==> config.mk <==
export PLATFORM = sky130hd
export DESIGN_NAME = utf8_validating_decoder
export DESIGN_NICKNAME = d
export VERILOG_FILES = /design/src/sv/u8d_pkg.sv /design/src/sv/utf8_validating_decoder.sv
export SDC_FILE = /design/constraint.sdc
export NUM_CORES = 1
export LEC_CHECK = 0
export BUFFER_PORTS_ARGS = -buffer_cell sky130_fd_sc_hd__buf_2
export CORE_MARGIN = 2
export CORE_UTILIZATION = 30
export CTS_CLUSTER_DIAMETER = 50
export DETAILED_ROUTE_END_ITERATION = 10
export MAX_ROUTING_LAYER = met4
export PLACE_DENSITY_LB_ADDON = 0.25
export SLEW_MARGIN = 10
export SYNTH_ARGS = -nofsm -noshare
export SYNTH_HDL_FRONTEND = slang
export SYNTH_SLANG_ARGS = --single-unit
==> constraint.sdc <==
create_clock -name clk -period 12.23 [get_ports clk]
set_input_delay 0 -clock clk [delete_from_list [all_inputs] [get_ports clk]]
set_output_delay 0 -clock clk [all_outputs]
set_load 0.1 [all_outputs]
==> src/sv/u8d_pkg.sv <==
// ----------------------------------------------------------------------------
// u8d_pkg
// Widths, byte classes, range limits and the result record used by the
// UTF-8 validating decoder.
// ----------------------------------------------------------------------------
package u8d_pkg;

    localparam int CP_W    = 21;
    localparam int USED_W  = 3;
    localparam int BITS_W  = 18;
    localparam int CNT_W   = 2;
    localparam int MAX_RES = 4;
    localparam int RES_W   = $clog2(MAX_RES + 1);
    localparam int IDX_W   = $clog2(MAX_RES);

    localparam logic [CP_W-1:0] REPL_CP = 21'h00FFFD;

    // byte classes
    localparam logic [7:0] ASCII_LIMIT = 8'h80;
    localparam logic [7:0] LEAD2_MIN   = 8'hC2;
    localparam logic [7:0] LEAD3_MIN   = 8'hE0;
    localparam logic [7:0] LEAD4_MIN   = 8'hF0;
    localparam logic [7:0] LEAD_MAX    = 8'hF4;
    localparam logic [7:0] CONT_MASK   = 8'hC0;
    localparam logic [7:0] CONT_TAG    = 8'h80;

    // value limits
    localparam logic [CP_W-1:0] MIN_3B    = 21'h000800;
    localparam logic [CP_W-1:0] SURR_LO   = 21'h00D800;
    localparam logic [CP_W-1:0] SURR_HI   = 21'h00DFFF;
    localparam logic [CP_W-1:0] MIN_4B    = 21'h010000;
    localparam logic [CP_W-1:0] MAX_SCALR = 21'h10FFFF;

    typedef struct packed {
        logic [CP_W-1:0]   cp;
        logic              repl;
        logic [USED_W-1:0] used;
    } res_t;

    localparam res_t REPL_RES = '{cp: REPL_CP, repl: 1'b1, used: 3'd1};

endpackage

==> src/sv/utf8_validating_decoder.sv <==
// ----------------------------------------------------------------------------
// utf8_validating_decoder
// A request is held in the input register and decoded into the batch register,
// which drives the outputs directly.
// Throughput: one byte per cycle while each byte gives at most one result and
// out_stall is low; N results of one byte (N up to 4) go out one per cycle.
// Reset (rst_n low, asynchronous) empties all stages and closes any sequence.
// ----------------------------------------------------------------------------
module utf8_validating_decoder (
    input  logic                        clk,
    input  logic                        rst_n,
    input  logic                        in_valid,
    output logic                        in_stall,
    input  logic [7:0]                  in_byte,
    input  logic                        end_of_text,
    output logic                        out_valid,
    input  logic                        out_stall,
    output logic [u8d_pkg::CP_W-1:0]    code_point,
    output logic                        is_replacement,
    output logic [u8d_pkg::USED_W-1:0]  bytes_used,
    output logic                        last_of_run
);
    import u8d_pkg::*;

    // ------------------------------------------------------------------
    // Input register: holds one request until the decode stage takes it.
    // ------------------------------------------------------------------
    logic       in_valid_reg, in_valid_next;
    logic [7:0] byte_reg;
    logic       eot_reg;

    // Decoder state: open lead and the continuations gathered so far.
    logic [7:0]        lead_reg,  lead_next;
    logic [BITS_W-1:0] gbits_reg, gbits_next;
    logic [CNT_W-1:0]  gcnt_reg,  gcnt_next;
    logic [CNT_W-1:0]  need_reg,  need_next;

    // Result batch: every result of one request, sent one per cycle while out_stall is low.
    res_t             batch_reg [MAX_RES];
    logic [RES_W-1:0] batch_cnt_reg;
    logic [IDX_W-1:0] batch_idx_reg;
    logic             batch_valid_reg;

    // Decode outputs
    res_t             res [MAX_RES];
    logic [RES_W-1:0] n_res;

    logic in_fire, out_fire, batch_last, batch_free, move;

    // ------------------------------------------------------------------
    // Decode. All replacements carry the same record, so the list starts
    // filled with them and only a decoded value is written in; flushing
    // then just advances the count. The longest list is a flush of a lead
    // and two continuations, then either the breaking byte's own result or an
    // end-of-text flush of the lead it freshly opens: four entries.
    // ------------------------------------------------------------------
    always_comb
    begin
        logic              is_cont;
        logic              open_fresh;
        logic [BITS_W-1:0] nbits;
        logic [CNT_W-1:0]  ncnt;
        logic [CP_W-1:0]   v;
        logic              ok;

        for (int i = 0; i < MAX_RES; i++)
        begin
            res[i] = REPL_RES;
        end
        n_res      = '0;
        lead_next  = lead_reg;
        gbits_next = gbits_reg;
        gcnt_next  = gcnt_reg;
        need_next  = need_reg;

        is_cont    = (byte_reg & CONT_MASK) == CONT_TAG;
        open_fresh = 1'b0;
        nbits      = {gbits_reg[BITS_W-7:0], byte_reg[5:0]};
        ncnt       = gcnt_reg + 2'd1;
        v          = '0;
        ok         = 1'b0;

        if (need_reg != '0 && is_cont)
        begin
            gbits_next = nbits;
            gcnt_next  = ncnt;
            if (ncnt == need_reg)
            begin
                case (need_reg)
                    2'd1:
                    begin
                        v  = {10'd0, lead_reg[4:0], nbits[5:0]};
                        ok = 1'b1;
                    end
                    2'd2:
                    begin
                        v  = {5'd0, lead_reg[3:0], nbits[11:0]};
                        ok = (v >= MIN_3B) && !((v >= SURR_LO) && (v <= SURR_HI));
                    end
                    default:
                    begin
                        v  = {lead_reg[2:0], nbits[17:0]};
                        ok = (v >= MIN_4B) && (v <= MAX_SCALR);
                    end
                endcase
                if (ok)
                begin
                    res[0] = '{cp: v, repl: 1'b0, used: {1'b0, need_reg} + 3'd1};
                    n_res  = 3'd1;
                end
                else
                begin
                    // lead plus each of its continuations
                    n_res = 3'd1 + {1'b0, ncnt};
                end
                lead_next  = '0;
                gbits_next = '0;
                gcnt_next  = '0;
                need_next  = '0;
            end
        end
        else
        begin
            // a byte that breaks an open sequence drops it first
            if (need_reg != '0)
            begin
                n_res = 3'd1 + {1'b0, gcnt_reg};
            end
            lead_next  = '0;
            gbits_next = '0;
            gcnt_next  = '0;
            need_next  = '0;
            // then the byte decodes afresh
            if (byte_reg < ASCII_LIMIT)
            begin
                res[n_res[IDX_W-1:0]] = '{cp: {13'd0, byte_reg}, repl: 1'b0, used: 3'd1};
                n_res = n_res + 3'd1;
            end
            else if (byte_reg < LEAD2_MIN || byte_reg > LEAD_MAX)
            begin
                n_res = n_res + 3'd1;
            end
            else
            begin
                open_fresh = 1'b1;
                lead_next  = byte_reg;
                if (byte_reg < LEAD3_MIN)
                    need_next = 2'd1;
                else if (byte_reg < LEAD4_MIN)
                    need_next = 2'd2;
                else
                    need_next = 2'd3;
            end
        end

        // end of text flushes whatever stays open
        if (eot_reg && need_next != '0)
        begin
            n_res = n_res + 3'd1 + (open_fresh ? 3'd0 : {1'b0, gcnt_next});
            lead_next  = '0;
            gbits_next = '0;
            gcnt_next  = '0;
            need_next  = '0;
        end
    end

    // ------------------------------------------------------------------
    // Handshake. A request that gives no result only moves the state, so
    // it passes even while the batch is busy.
    // ------------------------------------------------------------------
    assign out_valid  = batch_valid_reg;
    assign out_fire   = batch_valid_reg && !out_stall;
    assign batch_last = {1'b0, batch_idx_reg} == (batch_cnt_reg - 3'd1);
    assign batch_free = !batch_valid_reg || (out_fire && batch_last);
    assign move       = in_valid_reg && (n_res == '0 || batch_free);
    assign in_stall   = in_valid_reg && !move;
    assign in_fire    = in_valid && !in_stall;

    assign in_valid_next = in_fire || (in_valid_reg && !move);

    // Output comes straight from the batch register; the index moves only
    // on a taken result, so a stalled result holds.
    assign code_point     = batch_reg[batch_idx_reg].cp;
    assign is_replacement = batch_reg[batch_idx_reg].repl;
    assign bytes_used     = batch_reg[batch_idx_reg].used;
    assign last_of_run    = batch_last;

    // control state
    always_ff @(posedge clk or negedge rst_n)
    begin
        if (!rst_n)
        begin
            in_valid_reg    <= 1'b0;
            lead_reg        <= '0;
            gbits_reg       <= '0;
            gcnt_reg        <= '0;
            need_reg        <= '0;
            batch_valid_reg <= 1'b0;
            batch_cnt_reg   <= '0;
            batch_idx_reg   <= '0;
        end
        else
        begin
            in_valid_reg <= in_valid_next;
            if (move)
            begin
                lead_reg  <= lead_next;
                gbits_reg <= gbits_next;
                gcnt_reg  <= gcnt_next;
                need_reg  <= need_next;
            end
            if (move && n_res != '0)
            begin
                batch_valid_reg <= 1'b1;
                batch_cnt_reg   <= n_res;
                batch_idx_reg   <= '0;
            end
            else if (out_fire)
            begin
                if (batch_last)
                    batch_valid_reg <= 1'b0;
                else
                    batch_idx_reg <= batch_idx_reg + 2'd1;
            end
        end
    end

    // payload
    always_ff @(posedge clk)
    begin
        if (in_fire)
        begin
            byte_reg <= in_byte;
            eot_reg  <= end_of_text;
        end
        if (move && n_res != '0)
        begin
            for (int i = 0; i < MAX_RES; i++)
            begin
                batch_reg[i] <= res[i];
            end
        end
    end

endmodule
# After elaboration in Yosys (flattened, before gate mapping)
# Memory sizes are Yosys's and may differ from the RTL's.
# Index checks and enable logic that the tools add are counted.
[word_totals] regBits=37 ram_bits=100 input_bits=13 out_inout_bits=28 elab_cells=122 mem_count=1
[op_classes] n_addsub=9 magnitude_cmp=12 eq_ne=7 n_mux=49 bitwise=4 reduce_logical=30
[mem_list] name="batch_reg" words=4 width=25 read_ports=1 rd_ports_with_merged_regs=0 write_ports=4 line_no="utf8_validating_decoder.sv:39" source="res_t batch_reg [MAX_RES];"
[ops] operator="2-to-1 mux 100 bit" count=1
[ops] operator="2-to-1 mux 25 bit" count=4
[ops] operator="2-to-1 mux 75 bit" count=1
[ops] operator="inverter 68 bit" count=1
[ops] operator="bitwise OR 60 x 68 -> 68 bit" count=1
[ops] operator="demux 25 bit (select 2 bit)" count=1
[ops] operator="one-hot mux 21 bit (2 select lines)" count=1
[ops] operator="2-to-1 mux 12 bit" count=3
[ops] operator="AND 27 x 32 -> 32 bit" count=1
[ops] operator="less-than comparator 8 bit (second input constant)" count=4
[ops] operator="2-to-1 mux 2 bit" count=13
[ops] operator="2-to-1 mux 5 bit" count=5
[ops] operator="2-to-1 mux 3 bit" count=8
[ops] operator=">= comparator 21 x 17 -> 1 bit (second input constant)" count=1
[ops] operator="<= comparator 21 bit (second input constant)" count=1
[ops] operator=">= comparator 16 x 12 -> 1 bit (second input constant)" count=1
[ops] operator=">= comparator 16 bit (second input constant)" count=1
[ops] operator="<= comparator 16 bit (second input constant)" count=1
[ops] operator="logical AND 1 bit" count=12
[ops] operator="2-to-1 mux 1 bit" count=11
[ops] operator="greater-than comparator 8 bit (second input constant)" count=1
[ops] operator="nonzero test 2 bit" count=4
[ops] operator="adder 1 x 2 -> 3 bit (first input constant)" count=2
[ops] operator="adder 3 x 1 -> 3 bit (second input constant)" count=2
[ops] operator="19 further kinds" count=30

# Longest topological paths before layout
# Gate-level depths: netlist of run 1.
[logic_depth] depth_word=21 ltp_mapped=16 ltp_nobuf=15

# Least setup slack after synthesis of run 1
# No wires, ideal clock.
[synth_path] path_type="register to register" start="register gcnt_reg[0]" end="memory batch_reg[0][0] (netlist bit) (enable)" setup_ns=0.415 t_arrival_ns=4.270 t_required_ns=11.815 path_slack_ns=7.545 path_stages_with_launch=15 path_buffers=1 period_less_slack_ns=4.685 cell_sequence="dfrtp_1 > inv_1 > ha_1 > xnor2_1 > o211ai_1 > clkbuf_1 > nand2b_1 > ha_1 > inv_1 > fa_1 > nor2_1 > and3_1 > mux2i_1 > o31a_1 > and2_1"
[synth_rtl] item="start, declared" line_no="utf8_validating_decoder.sv:35" source="logic [CNT_W-1:0] gcnt_reg, gcnt_next;"
[synth_rtl] item="start signal, assigned" line_no="utf8_validating_decoder.sv:209" source="gcnt_reg <= gcnt_next;"
[synth_rtl] item="end, declared" line_no="utf8_validating_decoder.sv:39"

# Final worst setup path of run 1
[layout_path] start="register need_reg[0]" end="register byte_reg[1] (enable)"
[layout_via] elab_chain_cells=17 elab_cells_between_ends=34 cone_classes="3 x add/sub; 3 x eq/ne; 17 x mux; 11 x reduce/logical"
[layout_lines] item="start, declared" line_no="utf8_validating_decoder.sv:36" source="logic [CNT_W-1:0] need_reg, need_next;"
[layout_lines] item="start signal, assigned" line_no="utf8_validating_decoder.sv:210" source="need_reg <= need_next;"
[layout_lines] item="nonzero test 2 bit (tied with other cells)" line_no="utf8_validating_decoder.sv:83, utf8_validating_decoder.sv:125"
[layout_lines] item="2-to-1 mux 3 bit or one-hot mux 1 bit (2 select lines) (tied branches)" line_no="utf8_validating_decoder.sv:125, utf8_validating_decoder.sv:89"
[layout_lines] item="2-to-1 mux 3 bit or 2-to-1 mux 1 bit (tied branches)" line_no="utf8_validating_decoder.sv:83, utf8_validating_decoder.sv:87"
[layout_lines] item="adder 3 x 1 -> 3 bit or 2-to-1 mux 1 bit (tied branches)" line_no="utf8_validating_decoder.sv:137, utf8_validating_decoder.sv:141, utf8_validating_decoder.sv:83"
[layout_lines] item="2-to-1 mux 3 bit (on tied branches)" line_no="utf8_validating_decoder.sv:139, utf8_validating_decoder.sv:106"
[layout_lines] item="2-to-1 mux 3 bit (on tied branches)" line_no="utf8_validating_decoder.sv:134, utf8_validating_decoder.sv:87"
[layout_lines] item="2-to-1 mux 3 bit" line_no="utf8_validating_decoder.sv:83" source="if (need_reg != '0 && is_cont)"
[layout_lines] item="adder 3 x 1 -> 3 bit" line_no="utf8_validating_decoder.sv:159" source="n_res = n_res + 3'd1 + (open_fresh ? 3'd0 : {1'b0, gcnt_next});"
[layout_lines] item="[2 not listed]"
[layout_lines] item="logical NOT 3 bit *" line_no="utf8_validating_decoder.sv:175" source="assign move = in_valid_reg && (n_res == '0 || batch_free);"
[layout_lines] item="logical OR 1 bit *" line_no="utf8_validating_decoder.sv:175"
[layout_lines] item="logical AND 1 bit *" line_no="utf8_validating_decoder.sv:175"
[layout_lines] item="logical NOT 1 bit *" line_no="utf8_validating_decoder.sv:176" source="assign in_stall = in_valid_reg && !move;"
[layout_lines] item="logical AND 1 bit *" line_no="utf8_validating_decoder.sv:176"
[layout_lines] item="logical NOT 1 bit *" line_no="utf8_validating_decoder.sv:177" source="assign in_fire = in_valid && !in_stall;"
[layout_lines] item="logical AND 1 bit *" line_no="utf8_validating_decoder.sv:177"
[layout_lines] item="via in_fire" line_no="utf8_validating_decoder.sv:48" source="logic in_fire, out_fire, batch_last, batch_free, move;"
[layout_lines] item="end signal, assigned" line_no="utf8_validating_decoder.sv:233" source="byte_reg <= in_byte;"
[layout_lines] item="end, declared" line_no="utf8_validating_decoder.sv:29" source="logic [7:0] byte_reg;"
# The timed path passes the listed nets; every way through them passes the cells marked *. The select of a mux whose other input is x is not followed.
# A chain may end at the register's enable or synchronous reset.

==> summary.txt, run 1 <==
Worst setup path
  – Reg2Reg Depth: 11
  – Critical path endpoint category: flip-flop
  – CP startpoint kind: flip-flop
  – RR Startpoint: need_reg[0]
  – Reg2reg setup slack: 7.29 ns
  – Critical path required time: 12.19 ns
  – CP Class: flip-flop to flip-flop
  – Worst path max stage delay: 0.77 ns
  – Crit-path cells: inv_1 -> ha_1 -> nand2b_1 -> o221a_4 -> o31ai_1 -> fa_1 -> nand2b_1 -> nor3_1 -> mux2i_1 -> o31a_1 -> a31oi_1
  – Slowest CP cell: a31oi_1
  – Reg2Reg Capture Point: byte_reg[1]
  – Critical Path Fanout Max: 21
  – CP dominant cell by count: nand2b_1
  – CP arrival: 4.90 ns

Clock tree
  – Setup repair bufs after CTS: 0
  – Clock sink total: 89
  – CTS buffer count: 9
  – Root buffer cell: clkbuf_16
  – H-tree Lvls: 3
  – Clk_lat worst skew: 0.34 ns
  – Resize count post-CTS: 0
  – Clock Tree Buf Depth: 2
  – Post-CTS Hold Buffers: 11
  – CTS tree: done
  – Clock slew at reported path FFs: ~0.06 ns

Route
  – Wirelength per Cell: 16.1 um
  – DRC viols: 0
  – First drt pass iteration count: 6
  – Vias post-DR: 2,977
  – Vias/cell: 4.92
  – Routed wire length: 9.74 mm
  – ANT nets after route: 0
  – Iter 0 DRT Violations: 261

GRT
  – All-Layer GR Usage: 13.2%
  – GR Overflow Total: 0
  – Largest net degree at the start of global routing: 53
  – First-pass GRT wire length: 16.0 mm
  – Initial antenna violation count: 0
  – Vias in the first global route: about 3,000

Synthesis
  – Share of the synthesized area in the top cell type: 41.2%
  – Syn_nets: 394
  – EDFF count, synth: 61
  – Cells after synthesis: 368
  – Yosys top cell by area: edfxtp_1
  – Mapped Area: 4450 um2
  – Count leader, synth: edfxtp_1
  – Leading post-synthesis cells by cell area: edfxtp_1 (41%), dfrtp_1 (16%), mux4_2 (4.1%)
  – Post-synth top cells: edfxtp_1 (61), dfrtp_1 (28), inv_1 (26), nand2_1 (21), nand2b_1 (19)
  – Yosys warns: 0
  – Synth Register Bits: 89
  – Post-synth top flop: edfxtp_1
  – Mean post-synth cell area: 12.1 um2
  – FFs w/ async S/R, synth: 31.5%
  – Synth cell types: 51
  – Post-synthesis sequential area ratio: 56.9%

STA
  – Final Setup Violations: 0
  – Max Clock Skew: between 0.007 and 0.008 ns
  – FMAX: 202 MHz
  – Tmin final: 4.94 ns
  – Slew @ Worst Pin: 0.975 ns
  – Fin Hold WS: ~0.078 ns
  – Setup TNS Final: 0 ns
  – Final Hold Viols: 0
  – Max transition margin: 34.7%
  – Period Utilization, post-route: between 40 and 50%
  – Max-slew violations: 0
  – RSZ-0062 raised after global routing: no

Final layout
  – ANT cells: 0
  – Finished Layout Cells: 605
  – Post-layout net count: 442
  – Ratio of cells with drive above 1 in the final layout: between 10% and 20%
  – Max reg flops: 52
  – Area delta synth->final: 17.5%

Die
  – Std-Cell Rows: between 40 and 50
  – Die height: 126 um
  – Chip width: 126 um
  – Die ar.: 15,800 um2
  – Initial Utilization: 30.6%
  – I/O pin cnt: just over 40
  – Core footprint: ~15,000 um2

Placement
  – Gpl congestion: between 0.8 and 0.9
  – Port buffer count: 40
  – DPL Wire Length: ~6.7 mm
  – Cells after DPL: 577

Min path
  – Class of the worst hold path: input pin to flip-flop
  – Cell count of the worst hold path: 4
  – Hold EP: batch_idx_reg[0]
  – Origin of the worst min-delay path: out_stall

Job
  – Max-cap violations: 0

Run status
  – Outcome: finished clean
-- layer usage --
layer  global-route usage, %  up-vias  part of all wire [%]
met1                    16.8     1450                    44
met5                       -        -                     0
met2                    21.0       58                    49
met3                    2.55       20                   5.2
met4                    4.72        0                   1.9
li1                        -     1449                     -
-- cell type report --
type	instances	area [um2]
inverter	26	97.6
clock inverter	7	61.3
tap	184	230
fill	1455	9310
clock buffer	9	225
sequential	89	2530
timing repair buffer	53	338
multi-input combinational	237	1740
-- critical path, delay by kind of cell, from the launching register on --
family,cells,cell delay (ns)
AOI/OAI and AO/OA,4,1.96
adders and majority gates,2,1.24
buffers and inverters,1,0.13
DFF,1,0.46
muxes,1,0.09
and+or+nand+nor,3,0.67
-- layout by cell type, fill, tap and decap left out, types with 13 or more instances in the layout --
| master | Yosys | routed |
|---|---|---|
| a22o_1 | 13 | 13 |
| dfrtp_1 | 28 | 28 |
| nand2b_1 | 19 | 19 |
| nor2_1 | 17 | 17 |
| edfxtp_1 | 61 | 61 |
| buf_2 | 0 | 40 |
| a21oi_1 | 16 | 16 |
| inv_1 | 26 | 26 |
| nand2_1 | 21 | 21 |
-- logic make-up after synthesis --
| group | count (synthesis) | synth area share [%] |
|---|---|---|
| adder cells (fa/ha/maj) | 13 | 3.83 |
| AND/OR/NAND/NOR | 118 | 14.6 |
| flip-flops | 89 | 56.9 |
| multiplexers | 15 | 5.71 |
| AO/OA/AOI/OAI | 81 | 12.9 |
| buffers and inverters | 42 | 4.05 |
| XOR/XNOR | 10 | 1.97 |
-- through the flow --
stage / setup slack, ns / utilization, % / area (um2)
2_1_floorplan: 7.54 / - / 4450
3_3_place_gp: 7.27 / 33.1 / 4810
3_5_place_dp: 7.13 / 33.1 / 4810
4_1_cts: 7.11 / 35.8 / 5210
5_1_grt: 6.89 / 36.0 / 5230
6_report: 7.29 / 36.0 / 5230
-- worst max-delay path by stage --
stage                  endpoint   startpoint  slack, ns
2_1_floorplan   batch_reg[0][0]  gcnt_reg[0]       7.54
3_3_place_gp   batch_reg[0][17]  need_reg[0]       7.27
3_5_place_dp   batch_reg[0][18]  need_reg[0]       7.13
4_1_cts        batch_reg[0][18]  need_reg[0]       7.11
5_1_grt             byte_reg[1]  need_reg[0]       6.89
6_report            byte_reg[1]  need_reg[0]       7.29
Power of run 1 is left out: the tool's default activity adds up to more than one toggle a clock period on the data nets, which glitch-free logic cannot reach.
==> run 2, diff against run 1 <==
==> constraint.sdc (replaced) <==
create_clock -name clk -period 5 [get_ports clk]
set_input_delay 0 -clock clk [delete_from_list [all_inputs] [get_ports clk]]
set_output_delay 0 -clock clk [all_outputs]
set_load 0.1 [all_outputs]
==> run 2 against run 1 <==
Sequential share of layout area fell by 0.32 points. Final cell count rose by 0.83%. Clock-buffer cell count rose by 2. Global-route usage about the same. Worst setup slack got worse by 6.5 ns. Register-to-register slack got worse by 6.4 ns. Die area unchanged. Core utilization rose by 0.24 points.
==> summary.txt, run 2 (synthesis results as in run 1) <==
Clock tree
  – Resize count post-CTS: 0
  – H-tree Lvls: 3
  – CTS buffer count: 9
  – Clock slew at reported path FFs: approximately 0.06 ns
  – Clock Tree Buf Depth: 2
  – Setup repair bufs after CTS: 0
  – Clk_lat worst skew: 0.33 ns
  – Clock sink total: 89
  – CTS tree: done
  – Root buffer cell: clkbuf_16

Worst setup path
  – CP startpoint kind: flip-flop
  – Worst path max stage delay: 0.51 ns
  – CP endpoint: in_stall
  – Reg2Reg Capture Point: batch_reg[0][24]
  – CP Class: flip-flop to primary output
  – Sum of buffers and inverters on the critical path: 3
  – CP arrival: between 4 and 5 ns
  – Crit-path cells: inv_1 -> ha_1 -> nand2b_1 -> o221a_4 -> and2_4 -> nor3_1 -> ha_1 -> inv_1 -> fa_1 -> nor2_1 -> and3_1 -> mux2i_1 -> o31a_1 -> and3_1 -> buf_2
  – Slowest CP cell: fa_1
  – Cell family with most CP delay: simple AND/OR/NAND/NOR gates
  – RR Startpoint: need_reg[0]
  – Reg2Reg Depth: 15
  – Reg2reg setup slack: 0.88 ns
  – Critical path endpoint category: primary output
  – Critical path required time: 5.00 ns
  – Critical path launch point: need_reg[0]
  – Critical path depth: 15
  – Critical Path Fanout Max: 15

STA
  – Final Setup Violations: 0
  – Max transition margin: 43.4%
  – RSZ-0062 raised after global routing: no
  – Max Clock Skew: 0.00584 ns
  – Max-slew violations: 0
  – Final Hold Viols: 0
  – Tmin final: ~4.2 ns
  – Period Utilization, post-route: 85.0%
  – Setup TNS Final: 0 ns
  – Slew @ Worst Pin: 0.846 ns
  – FMAX: between 200 and 250 MHz

Die
  – Die height: about 130 um
  – I/O pin cnt: 41
  – Initial Utilization: 30.6%
  – Core footprint: 14,500 um2
  – Chip width: around 130 um
  – Std-Cell Rows: 44
  – Die ar.: 15,800 um2

GRT
  – Initial antenna violation count: 0
  – Largest net degree at the start of global routing: 53
  – All-Layer GR Usage: 13.2%
  – Vias in the first global route: 3,073
  – First-pass GRT wire length: 15.9 mm
  – GR Overflow Total: 0

Route
  – Vias post-DR: 3,004
  – First drt pass iteration count: 4
  – Iter 0 DRT Violations: 314
  – Routed wire length: slightly below 10 mm
  – Vias/cell: 4.92
  – DRC viols: 0
  – ANT nets after route: 0
  – Wirelength per Cell: 15.8 um

Final layout
  – Most frequent cells in the layout: edfxtp_1 (61), buf_2 (40), dfrtp_1 (28)
  – Max reg flops: 52
  – Ratio of cells with drive above 1 in the final layout: 20.2%
  – Area delta synth->final: 18.3%
  – Commonest non-fill, non-tap cell in the layout: edfxtp_1
  – Fillers: roughly 1,400
  – Post-layout net count: 447
  – ANT cells: 0

Placement
  – Gpl congestion: 0.864
  – DPL Wire Length: 6.77 mm
  – Port buffer count: 40

Run status
  – Outcome: finished clean

Job
  – Max-cap violations: 0

Min path
  – Class of the worst hold path: input pin to flip-flop
## run 2: cell type report
class	count	area (um2)	area share [%]
repair buffers	58	375	7.13
flip-flops and latches	89	2530	48.1
well taps	184	230	4.38
clock inverters	5	56.3	1.07
clock buffers	11	233	4.42
multi-input cells	237	1740	33.0
inverters	26	97.6	1.85
## run 2: worst min path at each step
stage                         start               end  slack, ns  cells after the start
after floorplan               rst_n  batch_cnt_reg[0]      -0.30                      0
after global placement        rst_n      in_valid_reg        0.1                      1
after detailed placement      rst_n      in_valid_reg       0.09                      1
after CTS                 out_stall         out_valid       0.12                      3
after global routing      out_stall  batch_idx_reg[1]       0.15                      4
final                     out_stall  batch_idx_reg[0]       0.12                      4
## run 2: metrics by stage
step	worst slack, ns	hold slack [ns]	area (um2)	instances	util, %
2_1_floorplan	0.315	-0.296	4450	368	-
4_1_cts	0.713	0.116	5260	610	36.2
6_report	0.752	0.119	5260	610	36.2
3_3_place_gp	0.915	0.0951	4860	583	33.5
3_5_place_dp	0.870	0.0911	4860	583	33.5
5_1_grt	0.413	0.150	5260	610	36.2
## run 2: worst register-to-register path, stage by stage, from the launching register on
cell and delay (ns):
dfrtp_1 0.49, inv_1 0.12, ha_1 0.28, nand2b_1 0.28, o221a_4 0.35, and2_4 0.23
nor3_1 0.19, ha_1 0.17, inv_1 0.05, fa_1 0.51, nor2_1 0.07, and3_1 0.16
mux2i_1 0.12, o31a_1 0.28, and2_2 0.21, buf_12 0.26
## run 2: metal layers
layer | vias up | part of all wire (%) | global-route usage (%)
met5 | - | 0 | -
met4 | 0 | 1.8 | 4.46
met3 | 13 | 2.7 | 2.51
met2 | 42 | 50 | 21.3
met1 | 1491 | 46 | 16.7
li1 | 1458 | - | -
## run 2: repair_timing
action | in CTS | in global routing
setup endpoints to repair | 0 | 0
hold buffers | 11 | 0
hold endpoints to repair | 38 | 0
Power of run 2 is left out for the same reason.
==> run 3, diff against run 2 <==
--- a/config.mk
+++ b/config.mk
@@ -5,6 +5,7 @@
 export SDC_FILE = /design/constraint.sdc
 export NUM_CORES = 1
 export LEC_CHECK = 0
+export ABC_AREA = 1
 export BUFFER_PORTS_ARGS = -buffer_cell sky130_fd_sc_hd__buf_2
 export CORE_MARGIN = 2
 export CORE_UTILIZATION = 30
==> constraint.sdc (replaced) <==
create_clock -name clk -period 3.9 [get_ports clk]
set_input_delay 0 -clock clk [delete_from_list [all_inputs] [get_ports clk]]
set_output_delay 0 -clock clk [all_outputs]
set_load 0.1 [all_outputs]
==> run 3 against run 2 <==
Non-clock buffer count is 1 higher. Wire length is 11% higher. Final cell count grew 26%. Sequential share of layout area is 1.7 points lower. Cell area grew 3.7%. Register-to-register slack got worse by 0.55 ns. Clock skew up 0.0038 ns. Critical endpoint is now byte_reg[6]. Largest cell class unchanged. Highest routed layer unchanged.
==> summary.txt, run 3 <==
Run status
  – Outcome: finished clean

Worst setup path
  – CP arrival: between 3 and 4 ns
  – CP Class: flip-flop to flip-flop
  – Critical path required time: 3.91 ns
  – Reg2reg setup slack: between 0.3 and 0.4 ns
  – Critical path endpoint category: flip-flop
  – Critical Path Fanout Max: 9
  – CP startpoint kind: flip-flop

GRT
  – First-pass GRT wire length: 17.5 mm
  – Vias in the first global route: 3,466
  – Initial antenna violation count: 0
  – GR Overflow Total: 0
  – All-Layer GR Usage: 14.5%
  – Largest net degree at the start of global routing: 38

Synthesis
  – Yosys top cell by area: edfxtp_1
  – FFs w/ async S/R, synth: 31.5%
  – Mean post-synth cell area: 8.88 um2
  – Mapped Area: 4630 um2
  – Post-synth top flop: edfxtp_1
  – Count leader, synth: nand2_1
  – Leading post-synthesis cells by cell area: edfxtp_1 (40%), dfrtp_1 (15%), nand2_1 (13%)
  – Post-synthesis sequential area ratio: between 50 and 60%
  – Post-synth top cells: nand2_1 (164), edfxtp_1 (61), inv_1 (57), nor2_1 (50), o21ai_0 (42)
  – Syn_nets: 548
  – Yosys warns: 0
  – Share of the synthesized area in the top cell type: between 30% and 40%
  – Synth Register Bits: 89
  – Cells after synthesis: 522
  – Synth cell types: 32
  – EDFF count, synth: 61

Route
  – Wirelength per Cell: 13.9 um
  – DRC viols: 0
  – Vias/cell: 4.57
  – Iter 0 DRT Violations: roughly 260
  – Routed wire length: 10.7 mm
  – Vias post-DR: around 3,500
  – First drt pass iteration count: 4
  – ANT nets after route: 0

STA
  – Slew @ Worst Pin: 0.825 ns
  – Final Hold Viols: 0
  – Max transition margin: between 40% and 50%
  – RSZ-0062 raised after global routing: no
  – Setup TNS Final: 0 ns
  – Tmin final: 3.57 ns
  – Max Clock Skew: 0.00959 ns
  – Final Setup Violations: 0
  – Max-slew violations: 0
  – FMAX: 280 MHz
  – Period Utilization, post-route: 91.4%

Clock tree
  – CTS buffer count: 9
  – H-tree Lvls: 3
  – Root buffer cell: clkbuf_16
  – Clock Tree Buf Depth: 2
  – Clk_lat worst skew: 0.35 ns
  – CTS tree: done
  – Clock slew at reported path FFs: 0.06 ns
  – Clock sink total: 89

Final layout
  – Post-layout net count: 603
  – Area delta synth->final: 17.7%
  – Ratio of cells with drive above 1 in the final layout: between 10% and 20%
  – Most frequent cells in the layout: nand2_1 (164), edfxtp_1 (61), inv_1 (55)
  – ANT cells: 0
  – Max reg flops: 52
  – Commonest non-fill, non-tap cell in the layout: nand2_1
  – Fillers: 1,545

Die
  – Die ar.: 16,500 um2
  – Die height: 128 um
  – Chip width: about 130 um
  – I/O pin cnt: 41
  – Std-Cell Rows: 45
  – Core footprint: 15,100 um2
  – Initial Utilization: 30.6%

Placement
  – Gpl congestion: 0.934
  – DPL Wire Length: 7.97 mm
  – Port buffer count: 40

Job
  – Max-cap violations: 0

Min path
  – Class of the worst hold path: input pin to asynchronous set/reset pin
-- run 3: what timing repair did --
action | 4_1_cts | 5_1_grt
buffers inserted | 0 | 2
hold buffers | 12 | 0
gates resized for setup | 0 | 2
hold endpoints to repair | 39 | 0
endpoints found under the setup margin | 0 | 53
-- run 3: cell type report --
type,instances,area (um2),area share [%]
Tap cell,188,235,4.31
Clock buffer,9,225,4.13
Timing Repair Buffer,59,388,7.11
Sequential cell,89,2530,46.4
Inverter,66,256,4.70
Clock inverter,7,46.3,0.849
Multi-Input combinational cell,352,1770,32.5
-- run 3: worst paths after layout --
kind	start	to	depth (start not counted)
worst max-delay path	gcnt_reg[0]	byte_reg[6]	20
worst min-delay path	rst_n	out_valid	2
worst max register to register	gcnt_reg[0]	byte_reg[6]	20
worst min register to register	gbits_reg[6]	gbits_reg[6]	2
max in group asynchronous	rst_n	gbits_reg[6]	2
min in group clk	in_byte[1]	byte_reg[1]	2
-- run 3: routing by layer --
metal | GRT usage (%) | wire length (um) | vias up
met1 | 18.8 | 4950 | 1619
met3 | 3.05 | 611 | 11
met5 | - | 0 | -
li1 | - | - | 1816
met2 | 22.2 | 4960 | 70
met4 | 5.62 | 187 | 0
-- run 3: stage by stage --
step	std cells	setup slack, ns	instance area (um2)	hold WS [ns]	utilization [%]
4_1_cts	768	0.181	5430	0.256	35.9
5_1_grt	770	0.0776	5460	0.296	36.0
3_3_place_gp	740	0.407	5040	0.0749	33.3
2_1_floorplan	522	0.0467	4640	-0.296	-
6_report	770	0.335	5460	0.222	36.0
3_5_place_dp	740	0.268	5040	0.0844	33.3
-- run 3: critical path, cell delays in order, from the launching register on --
cell,delay (ns)
dfrtp_1,0.47
inv_2,0.09
ha_1,0.36
inv_1,0.10
nand2_1,0.06
nand2_1,0.08
nand2_2,0.08
nor2_1,0.17
nand3_1,0.12
nand3_1,0.12
inv_1,0.05
ha_1,0.17
inv_1,0.06
fa_1,0.41
nand3_1,0.10
nand2_1,0.11
nor2_4,0.14
nand2_4,0.08
nand2_8,0.10
o21ai_0,0.08
inv_1,0.28
-- run 3: kinds of logic after synthesis --
kind of cell               after synthesis  synth area share [%]
AOI/OAI and AO/OA                       69                  9.02
xor gates and xnor gates                 5                 0.945
DFF                                     89                  54.7
buffers and inverters                   81                  7.16
and+or+nand+nor                        265                  24.5
adders and majority gates               13                  3.67
Power of run 3 is left out for the same reason.
